==> config.mk <==
export PLATFORM = sky130hd
export DESIGN_NAME = utf8_stream_decoder
export DESIGN_NICKNAME = d
export VERILOG_FILES = /design/src/rtl/core/u8sd_pkg.sv /design/src/rtl/core/utf8_stream_decoder.sv
export SDC_FILE = /design/constraint.sdc
export NUM_CORES = 1
export LEC_CHECK = 0
export ABC_CLOCK_PERIOD_IN_PS = 4700
export BUFFER_PORTS_ARGS = -buffer_cell sky130_fd_sc_hd__buf_4
export CORE_MARGIN = 2
export CORE_UTILIZATION = 55
export DETAILED_ROUTE_END_ITERATION = 10
export PLACE_DENSITY_LB_ADDON = 0.25
export SLEW_MARGIN = 20
export SYNTH_ARGS = -nofsm -noshare
export SYNTH_HDL_FRONTEND = slang
export SYNTH_SLANG_ARGS = --single-unit
==> constraint.sdc <==
create_clock -name i_clk -period 4.7 [get_ports i_clk]
set_input_delay 0.705 -clock i_clk [delete_from_list [all_inputs] [get_ports i_clk]]
set_output_delay 0.705 -clock i_clk [all_outputs]
set_load 0.01 [all_outputs]
==> src/rtl/core/u8sd_pkg.sv <==
`default_nettype none

package u8sd_pkg;

    typedef struct packed {
        logic [7:0] data_byte;
        logic       end_of_string;
    } t_in;

    typedef struct packed {
        logic [20:0] code_point;
        logic [2:0]  byte_count;
        logic        last_of_string;
    } t_out;

    localparam logic [20:0] REPL_CP    = 21'h00FFFD;
    localparam int          MAX_RES    = 3;
    localparam int          FIFO_DEPTH = 4;
    localparam int          FIFO_AW    = $clog2(FIFO_DEPTH);

    // Sequence length from the lead byte, 0 when it cannot lead.
    function automatic logic [2:0] lead_len(input logic [7:0] b);
        logic [2:0] len;
        len = 3'd0;
        if (b[7] == 1'b0) begin
            len = 3'd1;
        end else if ((b & 8'hE0) == 8'hC0) begin
            len = 3'd2;
        end else if ((b & 8'hF0) == 8'hE0) begin
            len = 3'd3;
        end else if ((b & 8'hF8) == 8'hF0) begin
            len = 3'd4;
        end
        return len;
    endfunction

    // A lone byte: ASCII passes, anything else is a replacement.
    function automatic logic [20:0] cp_one(input logic [7:0] b);
        return (b[7] == 1'b0) ? {13'd0, b} : REPL_CP;
    endfunction

    function automatic logic [20:0] cp_two(input logic [7:0] b0, input logic [7:0] b1);
        return {10'd0, b0[4:0], b1[5:0]};
    endfunction

    function automatic t_out mk_res(input logic [20:0] cp, input logic [2:0] cnt,
                                    input logic last);
        t_out r;
        r.code_point     = cp;
        r.byte_count     = cnt;
        r.last_of_string = last;
        return r;
    endfunction

endpackage

`default_nettype wire

==> src/rtl/core/utf8_stream_decoder.sv <==
// An accepted byte is registered in the input stage, then decoded into the
// 4-entry result FIFO driving o_out_*. Throughput: one byte per cycle while
// the FIFO holds <= 1 entry; a truncated sequence at string end emits up to
// 3 results from one byte, drained one per cycle while i_out_ready is high.
// Reset (i_rst_n low, synchronous) empties the input stage, the FIFO and
// the pending-sequence counters; buffered byte contents are not cleared.
`default_nettype none

module utf8_stream_decoder (
    input  wire              i_clk,
    input  wire              i_rst_n,
    input  wire              i_in_valid,
    output logic             o_in_ready,
    input  u8sd_pkg::t_in    i_in_data,
    output logic             o_out_valid,
    input  wire              i_out_ready,
    output u8sd_pkg::t_out   o_out_data
);
    import u8sd_pkg::*;

    // ---------------------------------------------------------------
    // Input register stage
    // ---------------------------------------------------------------
    logic r_in_v;
    t_in  r_in;

    // ---------------------------------------------------------------
    // Pending sequence: lead plus up to two continuations
    // ---------------------------------------------------------------
    logic [7:0] r_pend [0:2];
    logic [1:0] r_pc;         // bytes buffered
    logic [1:0] r_nc;         // continuations still missing

    // ---------------------------------------------------------------
    // Result FIFO
    // ---------------------------------------------------------------
    t_out               r_fifo [0:FIFO_DEPTH-1];
    logic [FIFO_AW-1:0] r_head;
    logic [FIFO_AW:0]   r_count;

    // Decode outputs
    t_out       res [0:MAX_RES-1];
    logic [1:0] nres;
    logic [1:0] n_pc;
    logic [1:0] n_nc;
    logic       pend_wr;
    logic [1:0] pend_idx;

    logic       adv;
    logic       pop;
    logic [FIFO_AW-1:0] wr_base;

    logic [7:0]  b;
    logic [2:0]  len_b;
    logic [2:0]  len0;
    logic [2:0]  len1;
    logic [20:0] full_cp;
    logic [2:0]  have;

    // Stage advances only when the FIFO has room for a worst-case burst.
    assign adv        = r_in_v && (r_count <= (FIFO_AW+1)'(FIFO_DEPTH - MAX_RES));
    assign o_in_ready = !r_in_v || adv;
    assign pop        = (r_count != '0) && i_out_ready;
    assign wr_base    = r_head + r_count[FIFO_AW-1:0];

    assign o_out_valid = (r_count != '0);
    assign o_out_data  = r_fifo[r_head];

    always_comb begin
        b     = r_in.data_byte;
        len_b = lead_len(b);
        len0  = lead_len(r_pend[0]);
        len1  = lead_len(r_pend[1]);
        have  = {1'b0, r_pc} + 3'd1;   // bytes in hand including this one

        // Full decode: continuation bytes masked, never checked.
        case (len0)
            3'd2:    full_cp = {10'd0, r_pend[0][4:0], b[5:0]};
            3'd3:    full_cp = {5'd0, r_pend[0][3:0], r_pend[1][5:0], b[5:0]};
            3'd4:    full_cp = {r_pend[0][2:0], r_pend[1][5:0], r_pend[2][5:0], b[5:0]};
            default: full_cp = REPL_CP;
        endcase

        for (int k = 0; k < MAX_RES; k++) begin
            res[k] = mk_res(REPL_CP, 3'd1, 1'b0);
        end
        nres     = 2'd0;
        n_pc     = r_pc;
        n_nc     = r_nc;
        pend_wr  = 1'b0;
        pend_idx = r_pc;

        if (r_in.end_of_string) begin
            // String end always flushes the pending sequence.
            n_pc = 2'd0;
            n_nc = 2'd0;
            if (r_pc == 2'd0) begin
                res[0] = mk_res(cp_one(b), 3'd1, 1'b1);
                nres   = 2'd1;
            end else if (have == len0) begin
                res[0] = mk_res(full_cp, len0, 1'b1);
                nres   = 2'd1;
            end else begin
                // Truncated: lead is replaced, the rest is decoded afresh.
                res[0] = mk_res(REPL_CP, 3'd1, 1'b0);
                if (r_pc == 2'd1) begin
                    res[1] = mk_res(cp_one(b), 3'd1, 1'b1);
                    nres   = 2'd2;
                end else if (len1 == 3'd2) begin
                    res[1] = mk_res(cp_two(r_pend[1], b), 3'd2, 1'b1);
                    nres   = 2'd2;
                end else begin
                    res[1] = mk_res(cp_one(r_pend[1]), 3'd1, 1'b0);
                    res[2] = mk_res(cp_one(b), 3'd1, 1'b1);
                    nres   = 2'd3;
                end
            end
        end else if (r_pc == 2'd0) begin
            if (len_b <= 3'd1) begin
                res[0] = mk_res(cp_one(b), 3'd1, 1'b0);
                nres   = 2'd1;
            end else begin
                pend_wr  = 1'b1;
                pend_idx = 2'd0;
                n_pc     = 2'd1;
                n_nc     = 2'(len_b - 3'd1);
            end
        end else if (r_nc > 2'd1 && r_pc < 2'd3) begin
            pend_wr = 1'b1;
            n_pc    = r_pc + 2'd1;
            n_nc    = r_nc - 2'd1;
        end else begin
            res[0] = mk_res(full_cp, len0, 1'b0);
            nres   = 2'd1;
            n_pc   = 2'd0;
            n_nc   = 2'd0;
        end
    end

    // Control
    always_ff @(posedge i_clk) begin
        if (!i_rst_n) begin
            r_in_v  <= 1'b0;
            r_pc    <= 2'd0;
            r_nc    <= 2'd0;
            r_head  <= '0;
            r_count <= '0;
        end else begin
            if (i_in_valid && o_in_ready) begin
                r_in_v <= 1'b1;
            end else if (adv) begin
                r_in_v <= 1'b0;
            end
            if (adv) begin
                r_pc <= n_pc;
                r_nc <= n_nc;
            end
            if (pop) begin
                r_head <= r_head + FIFO_AW'(1);
            end
            r_count <= r_count + (adv ? (FIFO_AW+1)'(nres) : '0)
                               - (pop ? (FIFO_AW+1)'(1) : '0);
        end
    end

    // Payload
    always_ff @(posedge i_clk) begin
        if (i_in_valid && o_in_ready) begin
            r_in <= i_in_data;
        end
        if (adv && pend_wr) begin
            r_pend[pend_idx] <= b;
        end
        if (adv) begin
            for (int k = 0; k < MAX_RES; k++) begin
                if (2'(k) < nres) begin
                    r_fifo[wr_base + FIFO_AW'(k)] <= res[k];
                end
            end
        end
    end

endmodule

`default_nettype wire

Word level (Yosys, flattened, before mapping)
Memory sizes are Yosys's and may differ from the RTL's. A register that Yosys moved wholly into a read port is not among the register bits.
Cells that the tools add are included.
W data, S select, Z words.

storage, ports and cells
  output and inout port bits = 27
  register bits = 19
  memories = 2
  RAM bits = 124

operators by class
  mux-type cells = 68
  $add $sub $neg = 10
  $lt $le $gt $ge = 7
  reduce and logical (&&, ||, !) cells = 11
  equal/unequal tests = 16

memory list
  name    depth  width  rd ports  clocked after Yosys merged registers in  write ports  RTL line                   RTL
  r_fifo  4      25     1         1                                        3            utf8_stream_decoder.sv:37  t_out r_fifo [0:FIFO_DEPTH-1];
  r_pend  3      8      3         0                                        1            utf8_stream_decoder.sv:30  logic [7:0] r_pend [0:2];

operators with widths
  cell                   number
  $mux W50               3
  $mux W25               5
  $mux W20               5
  $pmux W21 S3           1
  $mux W2                18
  $mux W3                12
  $mux W16               2
  $mux W1                22
  $eq A5 B5 Y1 const B   3
  $eq A3 B3 Y1 const B   4
  $eq A4 B4 Y1 const B   3
  $eq A3 B2 Y1 const B   3
  $add A2 B1 Y2 const B  3
  $le A3 B1 Y1 const B   2
  $logic_and A1 B1 Y1    5
  $lt A1 B2 Y1 const A   2
  $sub A2 B1 Y2 const B  2
  $add A2 B1 Y3 const B  1
  $add A3 B2 Y3          1
  $eq A3 B3 Y1           1
  $ne A3 B3 Y1 const B   1
  $reduce_bool A3 Y1     1
  $sub A3 B1 Y3          1
  $add A2 B2 Y2          1
  10 further kinds       10

Logic depth before layout (Yosys ltp)
Gate-level depths: netlist (run 1).
An unclocked memory read counts as a cell.

  depth after elaboration = 16
  mapped depth = 14

Worst setup path before layout (run 1)
OpenSTA, ideal clock, no wires.

  path type = reg-to-reg
  start = register r_pc[0]
  end = memory r_fifo[3][0] (netlist bit), enable pin
  cell stages (with the launch flop) = 11
  arrival = 3.209 ns
  clock period less this slack = 3.623 ns
  required time = 4.285 ns
  library setup time = 0.415 ns
  path buffers = 2
  slack = 1.077 ns
  path through = dfxtp_1 inv_1 ha_1 nor2b_1 a221oi_1 o211a_4 buf_4 buf_4 nor2_1 inv_1 o21ai_0

RTL lines
  item                    RTL line                    RTL
  start, declared         utf8_stream_decoder.sv:31   logic [1:0] r_pc;
  start signal, assigned  utf8_stream_decoder.sv:155  r_pc <= n_pc;
  end, declared           utf8_stream_decoder.sv:37

==> metrics.md, run 1 <==
| Metric | Value |
|---|---|
| Critical Path End | r_fifo[2][4] |
| Crit Path Max Fanout | 26 |
| Vias | roughly 6,300 |
| Final Cycle Share | between 70 and 80% |
| Number of top-level pins | 40 |
| Gpl congestion | approximately 1.0 |
| RR Endpoint | r_fifo[2][4] |
| Fin. max-slew vios | 0 |
| Sequential power share | roughly two fifths |
| Vias in the first global route | between 6,000 and 7,000 |
| Rows | 43 |
| CTS hold repair buffers | 0 |
| Comb pwr share | 26.7% |
| Core area | 13,770 um2 |
| Final worst path period need | about 3.6 ns |
| Largest net degree at the start of global routing | 27 |
| Initial drt markers | roughly 960 |
| Final hold vios | 0 |
| Most frequent cells in the layout | 99 x edfxtp_1, 61 x o21ai_0, 58 x nand2_1 |
| Crit path from | r_pc[0] |
| Synthesized area | 7669 um2 |
| Number of warnings issued by yosys | 0 |
| Internal power | ~2.8 mW |
| Gr usage total | about a third |
| Number of buffers added on ports | 39 |
| Path depth of the worst reg2reg path | 9 |
| ANT cells | 0 |
| FMAX | ~280 MHz |
| CTS Buf Count | 17 |
| # nets final | 760 |
| Critical Path End Type | register |
| Highest ir drop seen on vdd | approximately 0.36 mV |
| Final setup vio count | 0 |
| Pre-CTS WS | roughly 1.1 ns |
| Initial antenna violation count | 0 |
| Bufs and invs on worst path | 3 |
| Vias per cell | 6.790 |
| Clock Sinks | around 140 |
| Synth unique cells | between 80 and 90 |
| Worst Path Required | roughly 4.7 ns |
| P&R area growth vs syn | 13.49% |
| Setup bufs post-CTS | 0 |
| Slowest-stage cell, CP | inv_1 |
| First-pass GRT wire length | around 36,000 um |
| CP Launch Type | register |
| H-tree depth | 4 |
| P_sw | approximately 1.3 mW |
| HP Class | in -> reg |
| Power Total | 4.133 mW |
| Most common cell after layout, fill and taps aside | edfxtp_1 |
| Predominant post-synthesis flop cell | edfxtp_1 |
| Unrepaired setup endpoints after global routing | false |
| Number of routed nets with antenna violations | 0 |
| Mapped Nets | 738 |
| Slew headroom | between 20% and 30% |
| Post-Route WL | between 20,000 and 25,000 um |
| Drt drc | 0 |
| Switching part of the total | approximately a third |
| Leak | 3.027 nW |
| Outcome | complete, no violations |
| Drt pass-1 iters | 6 |
| # Max-Cap Violations | 0 |
| Reg2reg start | r_pc[0] |
| Post-cts sizing count | 0 |
| Worst clock skew | between 0.007 and 0.008 ns |
| Total grt overflow | 0 |
| Avg Synthesized Cell Area | ~11 um2 |
| Die footprint | between 10,000 and 15,000 um2 |
| Die Height | ~120 um |
| Worst Tran Pin Value | roughly 1.1 ns |
| Crit-path cells | inv_1 > ha_1 > nor2b_1 > a221oi_1 > o211a_4 > nor3_1 > buf_4 > nor3_2 > inv_1 |
| Max clock buf depth | 2 |
| Post-DP HPWL | 16,960 um |
| Pwr dens | approximately 470 nW/um2 |
| CP Class | reg -> reg |
| CTS tree | built |
| Post-synth EDFFs | between 90 and 100 |
| Crit-path max cell delay | about 0.50 ns |
| Most common cell on crit path | inv_1 |
| Clock Pin Slew Worst Setup and Hold Paths | ~0.060 ns |
| Clock Latency Late Sink | ~0.43 ns |
| Share of layout cells above drive strength 1 | between 10% and 20% |
| CP Data Arrival Time | 3.68 ns |
| Root buffer cell | clkbuf_16 |
| Async set-reset flop share out of synthesis | 0% |
| Starting Density | 55.68% |
| Setup slack, reg-to-reg | 1.07 ns |
| #FFs+latches synth | roughly 140 |
| Setup TNS | 0 ns |
| CP delay by family, top | compound AO/OA/AOI/OAI gates |
| WL/cell | 25.33 um |
| Clock power share | 34.6% |
| Register area share after synthesis | about half |
| Stages on worst setup path | 9 |
| Chip width | 122.1 um |
| Post-Syn Instances | around 720 |
| Worst Slack Setup Final | between 1 and 1.5 ns |
## state kept, by name, indices dropped and copies added, names as in the netlist, named ones only
| signal | flops |
|---|---|
| r_fifo | 100 |
| r_nc | 2 |
| b | 8 |
| r_in | 1 |
| r_in_v | 1 |
| r_head | 2 |
| r_pend | 22 |
| r_pc | 2 |
| r_count | 3 |
## power by group through the flow
stage / clock (mW) / sequential [mW] / combinational (mW)
4_1_cts: 1.43 / 1.60 / 1.09
6_report: 1.43 / 1.60 / 1.10
3_3_place_gp: 0 / 1.62 / 1.08
3_5_place_dp: 0 / 1.62 / 1.09
5_1_grt: 1.48 / 1.61 / 1.19
2_1_floorplan: 0 / 1.56 / 0.744
## worst min-delay path by stage
| stage | slack (ns) | from | end | depth (start not counted) |
|---|---|---|---|---|
| final | 0.45 | i_in_data[7] | b[6] | 1 |
| after global routing | 0.44 | i_in_data[4] | b[3] | 1 |
| after CTS | 0.44 | i_in_data[7] | b[6] | 1 |
| after detailed placement | 0.44 | r_fifo[2][2] | r_fifo[2][2] | 1 |
| after global placement | 0.44 | r_fifo[3][21] | r_fifo[3][21] | 2 |
| after floorplan | 0.42 | r_fifo[2][2] | r_fifo[2][2] | 1 |
## cell type report
class,count,area (um2)
Multi-Input combinational cell,504,3527
Tap cell,180,225.2
Timing Repair Buffer,53,397.9
Clock inverter,10,118.9
Clock buffer,22,511.7
Fill cell,1123,5070
Sequential cell,143,3854
Inverter,18,68.82
## Yosys cell counts (5+ instances only)
cell	count	area, um2
inv_1	17	63.81
and3_1	5	31.28
a22o_1	13	113.9
buf_2	7	35.03
nor2_1	44	165.2
nand3_1	38	190.2
nor2b_1	6	37.54
o21ai_0	62	310.3
a211oi_1	5	37.54
o31ai_1	10	75.07
clkbuf_1	33	123.9
o211ai_1	13	97.59
nand2b_1	11	68.82
a21oi_1	52	260.3
nor3_2	9	90.09
ha_1	9	112.6
buf_1	5	18.77
and2_1	11	68.82
mux4_2	25	563.0
nand2_1	58	217.7
a2bb2oi_1	5	43.79
dfxtp_1	44	880.8
o22ai_1	14	87.58
mux2i_1	8	80.08
a22oi_1	7	52.55
nor3_1	22	110.1
or3_1	5	31.28
edfxtp_1	99	2973
## kinds of logic after synthesis
family	count (synthesis)	synth area share, %
AOI/OAI and AO/OA	219	18.44
xor gates and xnor gates	5	0.7506
adders and majority gates	10	1.730
buffers and inverters	68	3.753
DFF	143	50.25
muxes	33	8.386
and+or+nand+nor	237	16.69
## worst register-to-register path: stages (launching register included)
cell	delay (ns)
dfxtp_1	0.48
inv_1	0.10
ha_1	0.36
nor2b_1	0.07
a221oi_1	0.46
o211a_4	0.49
nor3_1	0.13
buf_4	0.20
nor3_2	0.45
inv_1	0.50
## layer usage
layer,track usage (%),wire length [um]
met5,0,0
met4,15.52,978
met3,7.772,1895
met2,53.21,11170
met1,43.26,9517
## through the flow
step                util, %  cells  hold slack (ns)  area (um2)
floorplan                 -    715           0.4204        7669
global placement      58.61    898           0.4356        8073
detailed placement    58.61    898           0.4402        8073
CTS                   63.19    930           0.4395        8703
global route          63.19    930           0.4408        8703
finish                63.19    930           0.4481        8703
(Power assumes the default switching activity.)
==> inputs of run 2 (changes only) <==
- ABC_AREA: default -> 1
- ABC_CLOCK_PERIOD_IN_PS: 4700 -> 3800
- clock period: 4.7 -> 3.8 ns (I/O delays scaled with it)
==> run 2 against run 1 <==
Effect of this change: clock skew barely moved; wire length shrank 8.8%; core utilization rose by 0.082 points; critical path depth up 3; via count is 9.6% higher; synthesized cell count grew 31%; fmax increased by 16%; clock power is 6% higher.
==> metrics.md, run 2 <==
| Metric | Value |
|---|---|
| # Max-Cap Violations | 0 |
| Clock Sinks | roughly 140 |
| Vias per cell | just under 6 |
| FMAX | 318.1 MHz |
| Avg Synthesized Cell Area | around 8.3 um2 |
| H-tree depth | 4 |
| Final setup vio count | 0 |
| Die Height | around 120 um |
| Comb pwr share | about a third |
| Bufs and invs on worst path | 3 |
| Highest ir drop seen on vdd | ~0.46 mV |
| Gr usage total | 30.28% |
| Setup slack, reg-to-reg | ~0.66 ns |
| CP Class | reg -> reg |
| CTS hold repair buffers | 0 |
| Seq. cell area | between 3000 and 4000 um2 |
| Rows | 43 |
| Yosys top cell by area | edfxtp_1 |
| Crit-path cells | inv_1 > ha_1 > inv_1 > nand2_1 > nand3_1 > o21bai_1 > ha_1 > inv_1 > ha_1 > fa_1 > o21ai_0 > a21oi_1 |
| Mapped Nets | 958 |
| Chip width | around 120 um |
| CTS tree | built |
| Crit Path Max Fanout | 16 |
| Number of warnings issued by yosys | 0 |
| CP Data Arrival Time | roughly 3.5 ns |
| Initial drt markers | roughly 850 |
| Pwr dens | roughly 600 nW/um2 |
| Starting Density | 56.01% |
| Share of layout cells above drive strength 1 | 13.62% |
| Initial antenna violation count | 0 |
| Worst Path Required | just over 4 ns |
| Vias in the first global route | around 6,600 |
| Drt drc | 0 |
| #FFs+latches synth | 143 |
| Post-synth EDFFs | 99 |
| Async set-reset flop share out of synthesis | 0% |
| Worst Tran Pin Value | around 0.9 ns |
| CP delay by family, top | adder cells |
| Hold path start | i_in_data[0] |
| Slew headroom | approximately two fifths |
| Crit-path max cell delay | between 0.5 and 0.6 ns |
| Final Cycle Share | ~83% |
| Max reg flops | 100 |
| Post-Route WL | ~21,000 um |
| CP Launch Type | register |
| Reg2reg start | r_pc[0] |
| RR Endpoint | r_count[2] |
| Clock power share | 28.8% |
| Switching part of the total | 35.52% |
| Setup bufs post-CTS | 0 |
| Clock Pin Slew Worst Setup and Hold Paths | ~0.06 ns |
| Largest net degree at the start of global routing | 51 |
| Final worst path period need | between 3 and 4 ns |
| Clock Latency Late Sink | around 0.43 ns |
| # nets final | roughly 1,000 |
| Most frequent cells after synthesis | 249 x nand2_1, 111 x nand3_1, 99 x edfxtp_1 |
| HP Class | in -> reg |
| First-pass GRT wire length | roughly 34,000 um |
| ANT cells | 0 |
| Top-count cell post-synth | nand2_1 |
| Outcome | complete, no violations |
| Internal power | approximately 3.4 mW |
| Fill cell count | between 1,000 and 1,500 |
| WHS Path Cells | 1 |
| Power Total | between 5 and 6 mW |
| Fin. max-slew vios | 0 |
| Synth unique cells | 45 |
| Most common cell after layout, fill and taps aside | nand2_1 |
| Vias | between 6,000 and 7,000 |
| Worst clock skew | 0.008141 ns |
| Max clock buf depth | 2 |
| Post-cts sizing count | 0 |
| Sequential power share | between 30% and 40% |
| Core Util, Final | 63.27% |
| Die footprint | 14,990 um2 |
| Multi-input logic area | roughly 3400 um2 |
| Register area share after synthesis | around 50% |
| Final hold vios | 0 |
| P_sw | approximately 1.9 mW |
| Number of top-level pins | 40 |
| Gpl congestion | 1.071 |
| Leak | between 3 and 4 nW |
| Post-DP HPWL | around 15,000 um |
| Top cell type's share of synthesized area | between 30% and 40% |
| Number of buffers added on ports | 39 |
| Critical Path End Type | register |
| Hold Path End | r_in[0] |
| Stages on worst setup path | 12 |
| Post-Syn Instances | slightly above 900 |
| Setup TNS | 0 ns |
| Most frequent cells in the layout | 249 x nand2_1, 111 x nand3_1, 99 x edfxtp_1 |
| Predominant post-synthesis flop cell | edfxtp_1 |
| P&R area growth vs syn | 12.96% |
| Drt pass-1 iters | 7 |
| Core area | 13,770 um2 |
| CTS Buf Count | 17 |
| Unrepaired setup endpoints after global routing | false |
| WL/cell | approximately 18 um |
| Total grt overflow | 0 |
| Synth area leaders | edfxtp_1 39%, nand2_1 12%, dfxtp_1 11% |
| Reg with most FFs | r_fifo |
| Root buffer cell | clkbuf_16 |
| Number of routed nets with antenna violations | 0 |
| Synthesized area | about 7700 um2 |
| Slowest-stage cell, CP | ha_1 |
| Path depth of the worst reg2reg path | 12 |
run 2: cell types whose count changed in the layout (fill, tap and decap cells not counted), sizes merged, moves of 14 or more:
cell   before  now
nand2      59  267
nand3      38  114
nor2       44   93
inv        22   70
mux4       25    0
nor3       33    8
o21ai      64   85
a21oi      52   33
nand4       1   15
o22ai      14   28
run 2: how the worst max path moves through the flow:
stage                 start         end
floorplan              b[7]  r_count[2]
global placement       b[4]  r_count[2]
CTS                    b[4]  r_count[2]
finish              r_pc[0]  r_count[2]
detailed placement  r_pc[0]  r_count[2]
global route           b[5]  r_count[2]
run 2: through the flow:
stage               setup slack, ns  cells  hold WS (ns)  area (um2)
floorplan                     1.107    935        0.4261        7715
global placement             0.8451   1133        0.4468        8185
detailed placement           0.6973   1133        0.4483        8185
CTS                          0.6585   1164        0.3096        8715
global route                 0.4191   1164        0.3066        8715
finish                       0.6565   1164        0.3131        8715
run 2: area by class of cell:
cell class	instances	area share [%]
well taps	180	2.584
multi-input cells	685	39.35
flip-flops and latches	143	44.22
clock buffers	18	4.925
repair buffers	53	4.566
clock inverters	13	1.149
inverters	72	3.202
run 2: power by group through the flow:
stage | combinational, mW | sequential, mW | clock, mW
6_report | 1.68 | 2.04 | 1.51
2_1_floorplan | 1.09 | 2.03 | 0
4_1_cts | 1.66 | 2.03 | 1.51
5_1_grt | 1.84 | 2.06 | 1.57
3_3_place_gp | 1.63 | 2.06 | 0
3_5_place_dp | 1.65 | 2.06 | 0
run 2: metal layers:
layer / wire length [um] / track usage [%]
met5: 45 / 0
met4: 734 / 13.86
met3: 2031 / 7.481
met2: 9898 / 47.47
met1: 8769 / 39.75
run 2: cells by family (layout without fill, tap and decap cells):
kind of cell	count (synthesis)	after routing	share of synthesized area [%]
AO/OA/AOI/OAI	173	173	12.65
XOR/XNOR	3	3	0.3406
buffers and inverters	107	156	5.628
AND/OR/NAND/NOR	499	499	29.71
adder cells (fa/ha/maj)	10	10	1.719
flip-flops	143	143	49.95
==> inputs of run 3 (changes only) <==
- ABC_CLOCK_PERIOD_IN_PS: 3800 -> 2700
- clock period: 3.8 -> 2.7 ns (I/O delays scaled with it)
==> run 3 against run 2 <==
Effect of this change: wire length increased by 1.8%; clock-buffer cell count increased by 1; fmax increased by 19%; worst setup slack got worse by 0.59 ns; register-to-register slack got worse by 0.59 ns; sequential power increased by 40%; design area increased by 4.5%; non-clock buffer count increased by 35; first-iteration DRC count decreased by 0.59%; sequential share of layout area decreased by 1.9 points; core utilization increased by 2.8 points; via count increased by 3.6%.
==> metrics.md, run 3 (synthesized netlist as in run 2, its figures left out) <==
| Metric | Value |
|---|---|
| Gpl congestion | between 1 and 1.5 |
| Vias in the first global route | between 6,000 and 7,000 |
| Initial antenna violation count | 0 |
| Slowest-stage cell, CP | fa_2 |
| Path depth of the worst reg2reg path | 14 |
| Unrepaired setup endpoints after global routing | true |
| Final hold vios | 0 |
| Crit Path Max Fanout | 2 |
| Starting Density | between 50 and 60% |
| Vias per cell | around 6.0 |
| ANT cells | 0 |
| H-tree depth | 4 |
| Reg with most FFs | r_fifo |
| Crit-path cells | buf_4 > o31ai_4 > ha_2 > o21bai_1 > nand2_1 > nand2_2 > nand3_2 > o21bai_4 > ha_1 > inv_1 > ha_2 > fa_2 > nand2_1 > inv_1 |
| Leak | ~3.7 nW |
| Die footprint | 14,990 um2 |
| Final Non-Filler Cells | 1,201 |
| Max clock buf depth | 2 |
| Fin. max-slew vios | 0 |
| Most common cell after layout, fill and taps aside | nand2_1 |
| Highest ir drop seen on vdd | approximately 0.47 mV |
| WL/cell | about 18 um |
| Drt drc | 0 |
| CTS Buf Count | 17 |
| Placed Area | 8461 um2 |
| Chip width | roughly 120 um |
| Largest net degree at the start of global routing | 51 |
| Clock Sinks | about 140 |
| Slew headroom | approximately half |
| Number of routed nets with antenna violations | 0 |
| Gr usage total | between 30% and 40% |
| Fill cell count | roughly 1,200 |
| Worst Path Required | 3.08 ns |
| Crit-path max cell delay | roughly 0.52 ns |
| CP Data Arrival Time | between 3 and 4 ns |
| Number of buffers added on ports | 39 |
| Setup TNS | 0 ns |
| Post-Route WL | between 20,000 and 25,000 um |
| First-pass GRT wire length | roughly 34,000 um |
| Share of layout cells above drive strength 1 | between 10% and 20% |
| WHS Path Cells | 1 |
| Stages on worst setup path | 14 |
| # nets final | just over 1,000 |
| Pwr dens | 836.6 nW/um2 |
| CP delay by family, top | adder cells |
| Clock Pin Slew Worst Setup and Hold Paths | 0.06 ns |
| Final Cycle Share | 97.50% |
| Drt pass-1 iters | 7 |
| CP Class | reg -> reg |
| HP Class | in -> reg |
| Die Height | between 100 and 150 um |
| Max reg flops | 100 |
| Critical Path End Type | register |
| DP Cell Count | about 1,200 |
| Post-DP HPWL | about 15,000 um |
| Clock Latency Late Sink | roughly 0.43 ns |
| Final worst path period need | 2.632 ns |
| Fin area | between 9000 and 10,000 um2 |
| Core area | 13,770 um2 |
| CTS tree | built |
| Number of top-level pins | 40 |
| Final setup vio count | 0 |
| Core Util, Final | between 60% and 70% |
| P&R area growth vs syn | 18.03% |
| FMAX | between 300 and 400 MHz |
| Worst Tran Pin Value | approximately 0.77 ns |
| Most frequent cells in the layout | 249 x nand2_1, 110 x nand3_1, 99 x edfxtp_1 |
| Initial drt markers | between 800 and 900 |
| CP Launch Type | register |
| Total grt overflow | 0 |
| Worst clock skew | between 0.01 and 0.015 ns |
| Bufs and invs on worst path | 3 |
| Root buffer cell | clkbuf_16 |
| CTS hold repair buffers | 0 |
| # Max-Cap Violations | 0 |
| Hold_ws | 0.1449 ns |
| Outcome | complete, no violations |
| Vias | approximately 7,200 |
| Rows | 43 |
==> run 3: changes by cell type in the layout (fill, tap and decap cells not counted), sizes merged <==
cell      change
buf          +35
bufinv        +1
nor2          +1
clkinvlp      -3
clkinv        +1
inv           +1
clkbuf        +1
==> run 3: timing repair <==
| item | CTS | global route |
|---|---|---|
| pin swaps | 1 | 5 |
| setup buffers | 0 | 5 |
| setup endpoints to repair | 19 | 66 |
| cloned | 1 | 0 |
| gates resized for setup | 1 | 14 |
==> run 3: layout make-up <==
type	count	area (um2)	share of cell area (%)
clock inverter	13	121.4	1.333
tap	180	225.2	2.473
sequential	143	3855	42.33
clock buffer	19	432.9	4.754
inverter	72	281.5	3.092
multi-input combinational	686	3480	38.21
timing repair buffer	88	710.7	7.804
==> run 3: layer usage <==
| metal | vias to the layer above | GRT usage, % | wire (um) |
|---|---|---|---|
| li1 | 3373 | - | - |
| met1 | 3350 | 39.76 | 9180 |
| met2 | 374 | 47.12 | 10050 |
| met3 | 74 | 8.039 | 1864 |
| met4 | 0 | 13.43 | 780 |
| met5 | - | 0 | 0 |
==> run 3: final timing paths <==
path | start | endpoint | slack (ns)
worst max-delay path | b[4] | r_count[1] | 0.07
worst min-delay path | i_in_data[0] | r_in[0] | 0.14
worst max register to register | b[4] | r_count[1] | 0.07
worst min register to register | r_fifo[1][3] | r_fifo[1][3] | 0.46
==> run 3: stage by stage <==
stage | power (mW) | setup WS [ns]
4_1_cts | 7.540 | 0.005642
2_1_floorplan | 4.380 | 0.007199
5_1_grt | 7.979 | -0.05041
3_3_place_gp | 5.277 | 0.009561
6_report | 7.619 | 0.06752
3_5_place_dp | 5.327 | -0.1705
==> run 3: report_power, final <==
| group | switching [mW] | internal (mW) | total, mW | leakage, nW |
|---|---|---|---|---|
| clock network | 0.875 | 1.34 | 2.22 | 0.273 |
| logic | 1.64 | 0.915 | 2.55 | 2.18 |
| registers | 0.141 | 2.71 | 2.85 | 1.27 |
| total | 2.65 | 4.96 | 7.62 | 3.72 |
